===== config.mk =====
export PLATFORM = sky130hd
export DESIGN_NAME = mlc_queue
export DESIGN_NICKNAME = d
export VERILOG_FILES = /design/src/rtl/mlc_pkg.sv /design/src/rtl/mlc_queue.sv
export SDC_FILE = /design/constraint.sdc
export NUM_CORES = 1
export LEC_CHECK = 0
export BUFFER_PORTS_ARGS = -buffer_cell sky130_fd_sc_hd__buf_2
export CAP_MARGIN = 20
export CORE_UTILIZATION = 40
export DETAILED_ROUTE_END_ITERATION = 10
export PLACE_DENSITY = 0.66
export REMOVE_ABC_BUFFERS = 1
export SLEW_MARGIN = 10
export SYNTH_ARGS = -nofsm -noshare
export SYNTH_HDL_FRONTEND = slang
export SYNTH_SLANG_ARGS = --single-unit

===== constraint.sdc =====
create_clock -name clk -period 1.6 [get_ports clk]
set_input_delay 0.32 -clock clk [delete_from_list [all_inputs] [get_ports clk]]
set_output_delay 0.32 -clock clk [all_outputs]
set_load 0.1 [all_outputs]

===== src/rtl/mlc_pkg.sv =====
`default_nettype none

package mlc_pkg;

  typedef logic [1:0] label_t;
  typedef logic [1:0] kind_t;
  typedef logic [1:0] op_t;
  typedef logic [6:0] dim_t;
  typedef logic [1:0] cfg_idx_t;

  localparam label_t LBL_EXT = 2'd0;
  localparam label_t LBL_INT = 2'd1;
  localparam label_t LBL_BND = 2'd2;
  localparam label_t LBL_DIR = 2'd3;

  localparam kind_t KIND_WRITE = 2'd0;
  localparam kind_t KIND_QUERY = 2'd1;
  localparam kind_t KIND_CLEAR = 2'd2;

  localparam op_t OP_WRITE = 2'd0;
  localparam op_t OP_QUERY = 2'd1;
  localparam op_t OP_CLEAR = 2'd2;

  localparam cfg_idx_t REG_FINE_WIDTH  = 2'd0;
  localparam cfg_idx_t REG_FINE_HEIGHT = 2'd1;

  typedef struct packed {
    op_t        op;
    logic [5:0] cx;
    logic [5:0] cy;
    label_t     lbl;
    logic       err;
  } cmd_t;

  typedef struct packed {
    logic clearing;
  } bk_status_t;

endpackage

`default_nettype wire


===== src/rtl/mlc_queue.sv =====
`default_nettype none

module mlc_queue (
  input  logic          clk,
  input  logic          rst_n,
  input  logic          push_valid,
  input  mlc_pkg::cmd_t push_cmd,
  output logic          push_ready,
  output logic          pop_valid,
  output mlc_pkg::cmd_t pop_cmd,
  input  logic          pop_ready
);
  import mlc_pkg::*;

  localparam int Q_DEPTH = 2;
  localparam int PW      = $clog2(Q_DEPTH);

  cmd_t          ent_r [Q_DEPTH];
  logic [PW-1:0] wr_ptr_r;
  logic [PW-1:0] rd_ptr_r;
  logic [PW:0]   cnt_r;
  logic          do_push;
  logic          do_pop;

  assign push_ready = (cnt_r != (PW+1)'(Q_DEPTH));
  assign pop_valid  = (cnt_r != '0);
  assign pop_cmd    = ent_r[rd_ptr_r];
  assign do_push    = push_valid && push_ready;
  assign do_pop     = pop_valid && pop_ready;

  always_ff @(posedge clk) begin
    if (!rst_n) begin
      wr_ptr_r <= '0;
      rd_ptr_r <= '0;
      cnt_r    <= '0;
    end else begin
      if (do_push) begin
        wr_ptr_r <= (wr_ptr_r == PW'(Q_DEPTH-1)) ? '0 : wr_ptr_r + PW'(1);
      end
      if (do_pop) begin
        rd_ptr_r <= (rd_ptr_r == PW'(Q_DEPTH-1)) ? '0 : rd_ptr_r + PW'(1);
      end
      if (do_push && !do_pop) begin
        cnt_r <= cnt_r + (PW+1)'(1);
      end else if (do_pop && !do_push) begin
        cnt_r <= cnt_r - (PW+1)'(1);
      end
    end
  end

  always_ff @(posedge clk) begin
    if (do_push) begin
      ent_r[wr_ptr_r] <= push_cmd;
    end
  end

endmodule

`default_nettype wire


==> results.cfg <==
[place]
portBuffers = 39
place.gp.congestion = 0.620
post-place-ws_ps = 32.1
dp_hpwl_mm = 1.77

[grt]
antenna_found_initial = 0
grt_remaining_overflow = 0
grt_max_degree = 18
grtUsageTotal = 0.142
grt_pass1_wl_mm = 4.03
grt_pass1_vias = 897

[timing]
tns_ps = -1780
tightest_slew_ps = 296
period_needed_ps = 1720
finClkSkew_ps = 7.76
finalSetupViolCount = 17
max_freq_mhz = 581
final_hold_viol_count = 0
rsz0062_at_grt = yes
slew_viol_final = 0
max-slew-margin-rel = 0.801
finalWorstSetupSlack_ps = -120
post-route-period-util = 1.08

[floorplan]
die_area_sq_um = 3920
fp.dieW_microns = 62.6
fp.dieH_microns = 62.6
coreArea_sq_um = 3420
start_util = 0.430
row_count = 21
ios = 40

[pwr]
comb_power_share = 0.590
power.density_nw_per_um2 = 2040
power_frac_seq = 0.309
ir_worst_vdd_mv = 1.25
p_sw_frac = 0.444
p_int_uw = 2460
clock_power_share = 0.101
leakagePower_uw = 0.000845
switchingPower_uw = 1970

[finish]
area_growth_syn_to_layout_pct = 47.7
final_cell_mix = 34 x edfxtp_1, 20 x buf_2, 19 x buf_12
diodes = 0
fillers = 275
nets = 150
layout_commonest_cell = edfxtp_1
layout-drive-gt1-share = 0.581

[setup_path]
critical_path_arrival_ps = 1400
critical-path-top-delay-family = flip-flops
cp_max_fo = 9
crit_type = flop to output pin
cp_slowest_cell = dfxtp_4
path_cells = buf_12 > mux2_2 > buf_12
max_stage_delay_ps = 390
startpoint_type = flop
crit_top_cell = buf_12
cp.required_ps = 1280
path_buf_inv = 2
worst_setup_path_end_kind = output pin

[synth]
ys_seq_area_frac = 0.764
ys_types = 20
avgSynthCellArea_sq_um = 19.1
yosys_warnings = 0
syn_inst = 77
netlist_area_sq_um = 1470
synth_seq_cells = 39

[clock_tree]
cts.sinks = 39
post_cts_buffers = 0
cts_tree = yes
clkTransAtPathRegs_ps = 100
cts_root_buf = clkbuf_4
htree_levels = 2
cts_buffers = 5
clock_latency_ps = 340
clock_path_buffers = 2
ctsHoldBuffers = 0

[routing]
dr_total_vias = 853
wirelength_mm = 2.57
drt-vias-per-instance = 4.87
wire_per_inst_microns = 14.7
route.met3.wl_microns = 151
drtIter0Drc = 22
wl_met2_mm = 1.34
met1_length_mm = 1.02
drt_first_pass_iters = 2
drc = 0
topRoutingLayerUsed = met4
drtAntennaViolNets = 0

[worst_hold_path]
hold_class = input pin to flop

[run]
drv_cap = 0

[status]
violations = setup timing
outcome = complete, but fails checks
## cell type report
cell class,instances,area (sq um),area share
clock buffers,6,41.3,0.0190
clock inverters,2,7.51,0.00346
inverters,1,3.75,0.00173
multi-input cells,35,377,0.174
flip-flops and latches,39,1130,0.520
well taps,46,57.6,0.0265
repair buffers,46,554,0.256
## power by group through the flow
stage          combinational (uW)  sequential (uW)  clock, uW
2_1_floorplan                1580             1390          0
3_3_place_gp                 2460             1350          0
3_5_place_dp                 2480             1370          0
4_1_cts                      2500             1350        472
5_1_grt                      2700             1380        504
6_report                     2620             1370        448
## worst paths after layout
kind,to,depth (start not counted),slack [ps],from
setup / recovery,pop_cmd[5],3,-120,flop
hold / removal,ent_r[1][1],1,160,push_cmd[1]
setup reg to reg,cnt_r[1],6,90,cnt_r[0]
hold reg to reg,cnt_r[1],2,560,cnt_r[1]
## registers in the layout, indices dropped and copies added (netlist names), named ones only
signal and count:
cnt_r 2, ent_r 34, rd_ptr_r 1, wr_ptr_r 1
## stage by stage
step	hold slack [ps]	area [sq um]	utilization	cells	total power, uW
after floorplan	419	1460	-	75	2960
after global routing	135	2170	0.635	175	4580
after detailed placement	511	2040	0.596	166	3850
after CTS	141	2090	0.611	174	4320
after global placement	507	2040	0.596	166	3810
final	165	2170	0.635	175	4430
## repair_timing
item	CTS	global route
pin swaps	0	0
cloned	0	1
endpoints found under the setup margin	18	20
gates resized for setup	2	14
## layer usage
layer  vias up  track usage
met5         -            0
met4         0       0.0785
met3         7       0.0602
met2        27        0.236
met1       423        0.152
li1        396            -
## Yosys cell counts (all sizes together)
master,number,share of area
edfxtp,34,0.70
mux2,17,0.13
dfxtp,5,0.068
and2,4,0.017
a21boi,2,0.010
buf,2,0.0085
o21ai,2,0.0068
xnor2,2,0.012
a21bo,1,0.0068
and3,1,0.0043
ha,1,0.0085
inv,1,0.0026
nand2b,1,0.0094
nand3b,1,0.0051
or2,1,0.0043
or3,1,0.0043
xor2,1,0.0060
## cells by family after synthesis
family | synth area share
compound gates | 0.0239
xor+xnor | 0.0179
fa+ha+maj | 0.00852
buf+inv | 0.0111
flops | 0.764
mux | 0.130
simple gates | 0.0443
Note: power is estimated with default switching activity, not from simulation.
