### config.mk
export PLATFORM = sky130hd
export DESIGN_NAME = mlc_front_flat
export DESIGN_NICKNAME = d
export VERILOG_FILES = /design/src/rtl/mlc_pkg.sv /design/src/rtl/mlc_in_if.sv /design/src/rtl/mlc_front.sv /design/src/flat_wrapper.sv
export SDC_FILE = /design/constraint.sdc
export NUM_CORES = 1
export LEC_CHECK = 0
export BUFFER_PORTS_ARGS = -buffer_cell sky130_fd_sc_hd__buf_4
export CELL_PAD_IN_SITES_DETAIL_PLACEMENT = 0
export CELL_PAD_IN_SITES_GLOBAL_PLACEMENT = 1
export CORE_ASPECT_RATIO = 0.75
export CORE_MARGIN = 2
export CORE_UTILIZATION = 25
export DETAILED_ROUTE_END_ITERATION = 10
export GPL_ROUTABILITY_DRIVEN = 0
export PLACE_DENSITY = 0.88
export SLEW_MARGIN = 20
export SYNTH_ARGS = -nofsm -noshare
export SYNTH_HDL_FRONTEND = slang
export SYNTH_SLANG_ARGS = --single-unit
### constraint.sdc
create_clock -name vclk -period 1.3
set_clock_uncertainty 0.15 [all_clocks]
set_input_delay 0.065 -clock vclk [all_inputs]
set_output_delay 0.065 -clock vclk [all_outputs]
set_load 0.02 [all_outputs]
### src/rtl/mlc_pkg.sv
`default_nettype none

package mlc_pkg;

  typedef logic [1:0] label_t;
  typedef logic [1:0] kind_t;
  typedef logic [1:0] op_t;
  typedef logic [6:0] dim_t;
  typedef logic [1:0] cfg_idx_t;

  localparam label_t LBL_EXT = 2'd0;
  localparam label_t LBL_INT = 2'd1;
  localparam label_t LBL_BND = 2'd2;
  localparam label_t LBL_DIR = 2'd3;

  localparam kind_t KIND_WRITE = 2'd0;
  localparam kind_t KIND_QUERY = 2'd1;
  localparam kind_t KIND_CLEAR = 2'd2;

  localparam op_t OP_WRITE = 2'd0;
  localparam op_t OP_QUERY = 2'd1;
  localparam op_t OP_CLEAR = 2'd2;

  localparam cfg_idx_t REG_FINE_WIDTH  = 2'd0;
  localparam cfg_idx_t REG_FINE_HEIGHT = 2'd1;

  typedef struct packed {
    op_t        op;
    logic [5:0] cx;
    logic [5:0] cy;
    label_t     lbl;
    logic       err;
  } cmd_t;

  typedef struct packed {
    logic clearing;
  } bk_status_t;

endpackage

`default_nettype wire

### src/rtl/mlc_in_if.sv
`default_nettype none

interface mlc_in_if;
  import mlc_pkg::*;

  logic       valid;
  logic       ready;
  kind_t      kind;
  logic [6:0] fine_x;
  logic [6:0] fine_y;
  label_t     fine_label;
  logic [5:0] coarse_x;
  logic [5:0] coarse_y;

  modport source (
    output valid, kind, fine_x, fine_y, fine_label, coarse_x, coarse_y,
    input  ready
  );
  modport sink (
    input  valid, kind, fine_x, fine_y, fine_label, coarse_x, coarse_y,
    output ready
  );
endinterface

`default_nettype wire

### src/rtl/mlc_front.sv
`default_nettype none

module mlc_front (
  mlc_in_if.sink              in_ch,
  input  mlc_pkg::dim_t       cw,
  input  mlc_pkg::dim_t       ch,
  input  mlc_pkg::bk_status_t bk_status,
  output logic                push_valid,
  output mlc_pkg::cmd_t       push_cmd,
  input  logic                push_ready
);
  import mlc_pkg::*;

  logic keep;
  logic in_grid;

  always_comb begin
    push_cmd     = '0;
    push_cmd.lbl = in_ch.fine_label;
    keep         = 1'b0;
    in_grid      = 1'b0;
    case (in_ch.kind)
      KIND_WRITE: begin
        push_cmd.op = OP_WRITE;
        push_cmd.cx = in_ch.fine_x[6:1];
        push_cmd.cy = in_ch.fine_y[6:1];
        in_grid     = ({1'b0, in_ch.fine_x[6:1]} < cw) && ({1'b0, in_ch.fine_y[6:1]} < ch);
        keep        = in_grid && (in_ch.fine_label != LBL_EXT);
      end
      KIND_QUERY: begin
        push_cmd.op  = OP_QUERY;
        push_cmd.cx  = in_ch.coarse_x;
        push_cmd.cy  = in_ch.coarse_y;
        in_grid      = ({1'b0, in_ch.coarse_x} < cw) && ({1'b0, in_ch.coarse_y} < ch);
        push_cmd.err = !in_grid;
        keep         = 1'b1;
      end
      KIND_CLEAR: begin
        push_cmd.op = OP_CLEAR;
        keep        = 1'b1;
      end
      default: begin
        keep = 1'b0;
      end
    endcase
  end

  assign in_ch.ready = push_ready && !bk_status.clearing;
  assign push_valid  = in_ch.valid && in_ch.ready && keep;

endmodule

`default_nettype wire

### src/flat_wrapper.sv
// flat-port wrapper written by rule: the top's interface ports become plain ports
module mlc_front_flat import mlc_pkg::*;
  (cw, ch, bk_status, push_valid, push_cmd, push_ready, in_ch_valid, in_ch_kind, in_ch_fine_x, in_ch_fine_y, in_ch_fine_label, in_ch_coarse_x, in_ch_coarse_y, in_ch_ready);
  mlc_in_if in_ch_i ();
  input  mlc_pkg::dim_t cw;
  input  mlc_pkg::dim_t ch;
  input  mlc_pkg::bk_status_t bk_status;
  output logic push_valid;
  output mlc_pkg::cmd_t push_cmd;
  input  logic push_ready;
  input wire logic [$bits(in_ch_i.valid)-1:0] in_ch_valid;
  input wire logic [$bits(in_ch_i.kind)-1:0] in_ch_kind;
  input wire logic [$bits(in_ch_i.fine_x)-1:0] in_ch_fine_x;
  input wire logic [$bits(in_ch_i.fine_y)-1:0] in_ch_fine_y;
  input wire logic [$bits(in_ch_i.fine_label)-1:0] in_ch_fine_label;
  input wire logic [$bits(in_ch_i.coarse_x)-1:0] in_ch_coarse_x;
  input wire logic [$bits(in_ch_i.coarse_y)-1:0] in_ch_coarse_y;
  output wire logic [$bits(in_ch_i.ready)-1:0] in_ch_ready;
  assign in_ch_i.valid = in_ch_valid;
  assign in_ch_i.kind = in_ch_kind;
  assign in_ch_i.fine_x = in_ch_fine_x;
  assign in_ch_i.fine_y = in_ch_fine_y;
  assign in_ch_i.fine_label = in_ch_fine_label;
  assign in_ch_i.coarse_x = in_ch_coarse_x;
  assign in_ch_i.coarse_y = in_ch_coarse_y;
  assign in_ch_ready = in_ch_i.ready;
  mlc_front u_core (.in_ch(in_ch_i), .cw(cw), .ch(ch), .bk_status(bk_status), .push_valid(push_valid), .push_cmd(push_cmd), .push_ready(push_ready));
endmodule
==> results of run 1 <==
-- routing by layer --
metal / routed length (um) / up-vias / global-route usage
li1: - / 492 / -
met4: 9 / 0 / 0.00694
met2: 1380 / 34 / 0.310
met1: 1170 / 428 / 0.207
met5: 0 / - / 0
met3: 187 / 2 / 0.0202
-- kinds of logic (layout without fill, tap and decap cells) --
logic type | Yosys count | in the layout | share of synthesized area
compound gates | 33 | 33 | 0.341
fa+ha+maj | 24 | 24 | 0.418
buf+inv | 18 | 94 | 0.105
simple gates | 17 | 17 | 0.136
-- through the flow --
stage / power [mW] / setup TNS [ns] / hold WS (ns) / cells
finish: 0.562 / -0.273 / 0.196 / 204
global route: 0.611 / -0.371 / 0.199 / 204
CTS: 0.537 / -0.229 / 0.197 / 203
detailed placement: 0.473 / -0.805 / 0.190 / 202
global placement: 0.460 / -0.578 / 0.189 / 202
floorplan: 0.228 / 0 / 0.0652 / 92
-- final cells by class --
class,instances,area [um2]
timing repair buffer,80,638
multi-input combinational,74,822
inverter,14,72.6
fill,240,1080
tap,36,45.0
-- final timing paths --
| path | slack (ns) | depth (start not counted) | endpoint | from |
|---|---|---|---|---|
| max | -0.15 | 9 | push_valid | ch[1] |
| min | 0.20 | 2 | push_cmd[1] | in_ch_fine_label[0] |
-- timing repair --
action | in CTS | in global routing
gates resized for setup | 32 | 14
endpoints found under the setup margin | 14 | 3
pin swaps | 17 | 9
buffers inserted | 1 | 1
-- Yosys cell counts --
library cell / number / share of area
ha_1: 24 / 0.42
inv_1: 13 / 0.068
a22o_1: 12 / 0.15
a21oi_1: 7 / 0.049
a21o_1: 5 / 0.052
nand2_1: 4 / 0.021
nor2b_1: 4 / 0.035
o21ai_1: 4 / 0.028
nand4_1: 3 / 0.026
buf_4: 2 / 0.021
clkbuf_1: 2 / 0.010
nand2b_1: 2 / 0.017
a221oi_2: 1 / 0.021
a311oi_1: 1 / 0.012
a31oi_1: 1 / 0.0087
and2b_4: 1 / 0.014
inv_2: 1 / 0.0052
nand3_1: 1 / 0.0070
nand3b_1: 1 / 0.010
nor2_1: 1 / 0.0052
o22a_1: 1 / 0.012
o2bb2ai_1: 1 / 0.012
-- power breakdown --
group	switching [mW]	internal (mW)	leakage, nW
Sequential	0	0	0
Combinational	0.251	0.311	0.806
Clock	0	0	0
Total	0.251	0.311	0.806
==> results.yml, run 1 <==
run_status:
  outcome: "finished, violations left"
  violations: "setup timing"
power:
  leakage_nw: 0.806
  ir_drop_uv: 155
  power_density_mw_per_mm2: 356
setup_path:
  crit_required_ns: 1.09
  crit_slowest_cell: "a311oi_4"
  setup.worst_path.start_class: "input port"
  worst_ep_arrival_time_ns: 1.23
  critPathBufInv: 3
  path_delay_family: "compound AO/OA/AOI/OAI gates"
  slowest_delay_ns: 0.28
  end_kind: "output port"
  critPathKind: "input port to output port"
  cp_cell_sequence: "buf_4 > inv_2 > ha_2 > nand2_1 > o21ai_1 > nand3_1 > nand2_2 > a311oi_4 > buf_6"
  cp_max_fo: 2
placed_design:
  hpwlAfterDp_mm: 2.27
  io_buffers: 64
  place_area_mm2: 0.00136
  dp_slack_ns: -0.239
job:
  drv_cap: 0
global_routing:
  grt_pass1_vias: 966
  grt_usage: 0.164
  grt_start_max_net_pins: 13
  grt_pass1_wl_mm: 4.43
  antenna_found_initial: 0
  grt-ovfl-total: 0
sta:
  timing.fmax_mhz: 691
  fin_crit_ns: 1.45
  grt_setup_unrepaired: "true"
  setup_slack_ns: -0.146
  tightest_slew_ns: 0.238
  relSlewSlack: 0.841
  final_hold_viol_count: 0
  fin_crit_sh: 1.11
  finalSetupViolations: 2
  drv_slew: 0
floorplan:
  rows: 16
  die_area_mm2: 0.00332
  coreArea_mm2: 0.00266
  ios: 66
  fp.dieH_um: 50.4
  die_w_um: 65.9
  floorplan.initialDensity: 0.270
cells_and_area:
  final_common_cell: "buf_4"
  syn_to_final_growth_pct: 120
  drive_gt1_frac: 0.667
  fin_nets: 241
  seq_cell_count: 0
  seqCellArea_um2: 0
  mostFrequentLayoutCells: "72 x buf_4, 13 x ha_1, 12 x a22o_1, 10 x ha_4, 6 x buf_6"
  fin_util: 0.593
  diodes: 0
  stdcell_area_mm2: 0.00158
  clkbuf_count: 0
synthesis:
  synth_cell_types: 22
  syn_area_um2: 718
  ys_warn_count: 0
  netlist_instances: 92
  avgSynthCellArea_um2: 7.81
  syn_nets: 163
  ys_seq_area_frac: 0
worst_hold_path:
  hp-class: "input port to output port"
drt:
  vias_per_cell: 4.69
  dr.pass1.iters: 3
  drc_errors: 0
  routed_wl_mm: 2.74
  ant_nets: 0
  wl_per_cell_um: 13.5
  drtIter0Drc: 8
  vias: 956
cts:
  cts_hold_buffers: 0
Note: power is estimated with default switching activity, not from simulation.
==> run 2: changes to the inputs <==
Settings changed: ABC_AREA from default to 1, PLACE_DENSITY 0.88 to default, PLACE_DENSITY_LB_ADDON from default to 0.1.
==> results.yml, run 2 <==
floorplan:
  rows: 17
  ios: 66
  fp.dieH_um: 52.1
  coreArea_mm2: 0.00294
  die_w_um: 68.1
  die_area_mm2: 0.00355
  floorplan.initialDensity: 0.263
cts:
  cts_hold_buffers: 0
synthesis:
  syn_nets: 191
  avgSynthCellArea_um2: 6.42
  synth_compound_area_frac: 0.253
  syn_area_um2: 771
  synth_xor_xnor_area_share: 0
  synth_commonest_cells: "26 x inv_1, 26 x nand2_1, 24 x ha_1, 11 x a21oi_1, 10 x a22o_1"
  synth.area.mux_share: 0
  synth_top_area_frac: 0.390
  synth_top_family_by_area: "adder cells"
  netlist_instances: 120
  ys_top_cells_by_area: "ha_1 39%, inv_1 13%, nand2_1 13%"
  synthSimpleGateAreaFrac: 0.188
  synth_adder_area_share: 0.390
  ys_warn_count: 0
  yosys.area.top_type: "ha_1"
  ys_seq_area_frac: 0
  synth_cell_types: 16
worst_hold_path:
  hold_path_depth: 2
  hp-class: "input port to output port"
drt:
  drc_errors: 0
  vias: 980
  ant_nets: 0
  routed_wl_mm: 2.44
  dr.pass1.iters: 3
  wl_per_cell_um: 10.8
  drtIter0Drc: 15
  vias_per_cell: 4.34
placed_design:
  io_buffers: 64
  dp_slack_ns: -0.156
  hpwlAfterDp_mm: 2.09
power:
  ir_drop_uv: 127
  leakage_nw: 0.835
  power_density_mw_per_mm2: 342
setup_path:
  worst_ep_arrival_time_ns: 1.13
  setup.worst_path.start_class: "input port"
  cp_max_fo: 2
  end_kind: "output port"
  crit_required_ns: 1.09
  critPathKind: "input port to output port"
global_routing:
  grt_usage: 0.132
  grt-ovfl-total: 0
  antenna_found_initial: 0
  grt_pass1_wl_mm: 3.78
  grt_pass1_vias: 950
  grt_start_max_net_pins: 9
sta:
  tightest_slew_ns: 0.158
  drv_slew: 0
  setup_slack_ns: -0.0422
  grt_setup_unrepaired: "true"
  fin_crit_sh: 1.03
  relSlewSlack: 0.894
  finalSetupViolations: 1
  timing.fmax_mhz: 745
  final_hold_viol_count: 0
  fin_crit_ns: 1.34
job:
  drv_cap: 0
cells_and_area:
  clkbuf_count: 0
  syn_to_final_growth_pct: 91.2
  fin_util: 0.502
  drive_gt1_frac: 0.537
  seqCellArea_um2: 0
  mostFrequentLayoutCells: "67 x buf_4, 23 x nand2_1, 20 x inv_1, 16 x ha_1, 10 x a22o_1"
  fillCellCount: 306
  fin_nets: 261
  seq_cell_count: 0
  final_common_cell: "buf_4"
  diodes: 0
run_status:
  violations: "setup timing"
  outcome: "finished, violations left"
[run 2: cell count changes in the layout (fill, tap and decap cells not counted), sizes merged, moves of 2 or more]
cell    previous run  this run
nand2              4        27
inv               14        28
buf               80        72
a21oi              7        13
a21o               5         0
nor2               1         5
nor2b              4         0
nand4              3         0
a22o              12        10
nand2b             2         0
nand3              1         3
o21ai              4         2
o22ai              0         2
[run 2: kinds of logic after synthesis]
| kind of cell | count (synthesis) |
|---|---|
| buffers and inverters | 32 |
| and+or+nand+nor | 36 |
| AOI/OAI and AO/OA | 28 |
| adders and majority gates | 24 |
[run 2: worst paths after layout]
check | from | end | slack, ns
min | in_ch_fine_label[1] | push_cmd[2] | 0.20
max | ch[1] | push_valid | -0.04
[run 2: timing repair]
action | 4_1_cts | 5_1_grt
setup endpoints to repair | 3 | 9
pin swaps | 9 | 11
resized for setup | 18 | 16
buffers inserted | 1 | 0
[run 2: per-layer routing]
metal	share of wire	GRT usage	wire (um)
met1	0.45	0.184	1090
met5	0	0	0
met3	0.056	0.00216	137
met2	0.50	0.239	1210
met4	0	0	0
[run 2: report_power, final]
part           switching, mW  internal (mW)  total, mW
logic                  0.239          0.266      0.505
registers                  0              0          0
clock network              0              0          0
[run 2: final cells by class]
type               count  area [um2]  area share
well taps             38        47.5      0.0323
repair buffers        72         559       0.379
multi-input cells     88         752       0.510
inverters             28         115      0.0781
[run 2: critical path: stages]
cell and delay, ns:
buf_6 0.10, inv_4 0.05, ha_4 0.19, nand2_2 0.06
inv_2 0.03, nand2_1 0.05, nand2_1 0.05, nand2_1 0.07
nand2_2 0.06, nand2_2 0.06, nand3_2 0.07, a21oi_2 0.12
buf_4 0.15
[run 2: per-stage QoR]
step | hold slack [ns] | std cells | power, mW | cell area [um2] | TNS, ns
3_5_place_dp | 0.197 | 225 | 0.446 | 1330 | -0.195
6_report | 0.197 | 226 | 0.505 | 1470 | -0.0422
2_1_floorplan | 0.0670 | 120 | 0.226 | 771 | 0
5_1_grt | 0.205 | 226 | 0.561 | 1470 | -0.187
3_3_place_gp | 0.196 | 225 | 0.444 | 1330 | -0.182
4_1_cts | 0.197 | 226 | 0.482 | 1420 | -0.0880
==> run 3: changes to the inputs <==
Settings changed: PLACE_DENSITY from default to 0.86, PLACE_DENSITY_LB_ADDON 0.1 to default.
==> results.yml, run 3 (synthesis gave the netlist of run 2 again) <==
run_status:
  outcome: "finished, violations left"
  violations: "setup timing"
setup_path:
  crit_slowest_cell: "ha_4"
  critPathKind: "input port to output port"
  worst_ep_arrival_time_ns: 1.14
  crit_top_cell: "nand2_1"
  cp_max_fo: 2
  path_delay_family: "simple AND/OR/NAND/NOR gates"
  cp_cell_sequence: "buf_6 > inv_4 > ha_4 > nand2_1 > inv_1 > nand2_1 > nand2_1 > nand2_1 > nand2_1 > nand2_1 > nand3_2 > a21oi_2 > buf_4"
  crit_required_ns: 1.09
  end_kind: "output port"
  setup.worst_path.start_class: "input port"
  critPathBufInv: 4
  slowest_delay_ns: 0.21
floorplan:
  floorplan.initialDensity: 0.263
  ios: 66
  die_area_mm2: 0.00355
  die_w_um: 68.1
  coreArea_mm2: 0.00294
  fp.dieH_um: 52.1
  rows: 17
cells_and_area:
  syn_to_final_growth_pct: 110
  final_common_cell: "buf_4"
  fillCellCount: 293
  seq_cell_count: 0
  mostFrequentLayoutCells: "69 x buf_4, 24 x nand2_1, 20 x inv_1, 12 x ha_4"
  fin_nets: 264
  clkbuf_count: 0
  instances_no_fill: 229
  diodes: 0
  drive_gt1_frac: 0.623
  seqCellArea_um2: 0
  fin_util: 0.552
  multiInputGateArea_um2: 871
sta:
  fin_crit_sh: 1.04
  relSlewSlack: 0.884
  fin_crit_ns: 1.36
  final_hold_viol_count: 0
  timing.fmax_mhz: 737
  drv_slew: 0
  finalSetupViolations: 1
  setup_slack_ns: -0.0562
  grt_setup_unrepaired: "true"
  tightest_slew_ns: 0.174
power:
  finalPower_mw: 0.576
  ir_drop_uv: 116
  leakage_nw: 0.862
  power_density_mw_per_mm2: 356
drt:
  drc_errors: 0
  ant_nets: 0
  wl_per_cell_um: 12.3
  routed_wl_mm: 2.82
  dr.pass1.iters: 4
  vias_per_cell: 4.53
  drtIter0Drc: 20
  vias: 1037
worst_hold_path:
  min_from: "in_ch_fine_label[1]"
  hp-class: "input port to output port"
  hold_end: "push_cmd[2]"
  hold_path_depth: 2
global_routing:
  grtUsageMet2: 0.280
  gr-usage-met1: 0.174
  grt_pass1_wl_mm: 4.02
  grt_start_max_net_pins: 7
  use_met3: 0.0173
  antenna_found_initial: 0
  grt_pass1_vias: 996
  grt-busiest-layer: "met2"
  grt-ovfl-total: 0
  grt_usage: 0.143
job:
  drv_cap: 0
placed_design:
  hpwlAfterDp_mm: 2.25
  dp.cells: 229
  io_buffers: 64
cts:
  postCtsSetupBuffers: 0
  cts_hold_buffers: 0
-- run 3: changes by cell type in the layout (fill, tap and decap cells not counted), sizes merged --
cell,delta
buf,+3
-- run 3: layout make-up --
type / count / area share
multi-input cells: 88 / 0.538
inverters: 28 / 0.0711
well taps: 38 / 0.0294
repair buffers: 75 / 0.362
-- run 3: report_power, final --
group | switching (mW) | internal [mW]
clock | 0 | 0
sequential | 0 | 0
combinational | 0.274 | 0.302
-- run 3: per-stage QoR --
step | TNS (ns) | cell area [um2] | worst slack [ns] | hold slack [ns]
final | -0.0562 | 1620 | -0.0562 | 0.199
after global routing | -0.204 | 1620 | -0.164 | 0.204
after CTS | -0.0698 | 1490 | -0.0698 | 0.200
after detailed placement | -0.221 | 1360 | -0.134 | 0.200
after global placement | -0.217 | 1360 | -0.116 | 0.197
after floorplan | 0 | 771 | 0.0733 | 0.0670
-- run 3: worst max path at each step --
stage                     from          to  slack [ns]  cells after the start
3_3_place_gp   in_ch_fine_x[3]  push_valid       -0.12                     10
3_5_place_dp             ch[2]  push_valid       -0.13                     11
5_1_grt        in_ch_fine_x[3]  push_valid       -0.16                     10
4_1_cts                  ch[2]  push_valid       -0.07                     11
6_report                 ch[2]  push_valid       -0.06                     13
2_1_floorplan            cw[2]  push_valid        0.07                      9
-- run 3: repair_timing --
item,4_1_cts,5_1_grt
pin swaps,16,11
resized for setup,27,24
endpoints found under the setup margin,2,4
endpoints found under the hold margin,0,0
-- run 3: per-layer routing --
metal	part of all wire	wire length [um]
met1	0.40	1130
met2	0.52	1470
met3	0.077	218
met4	0.0035	10
met5	0	0
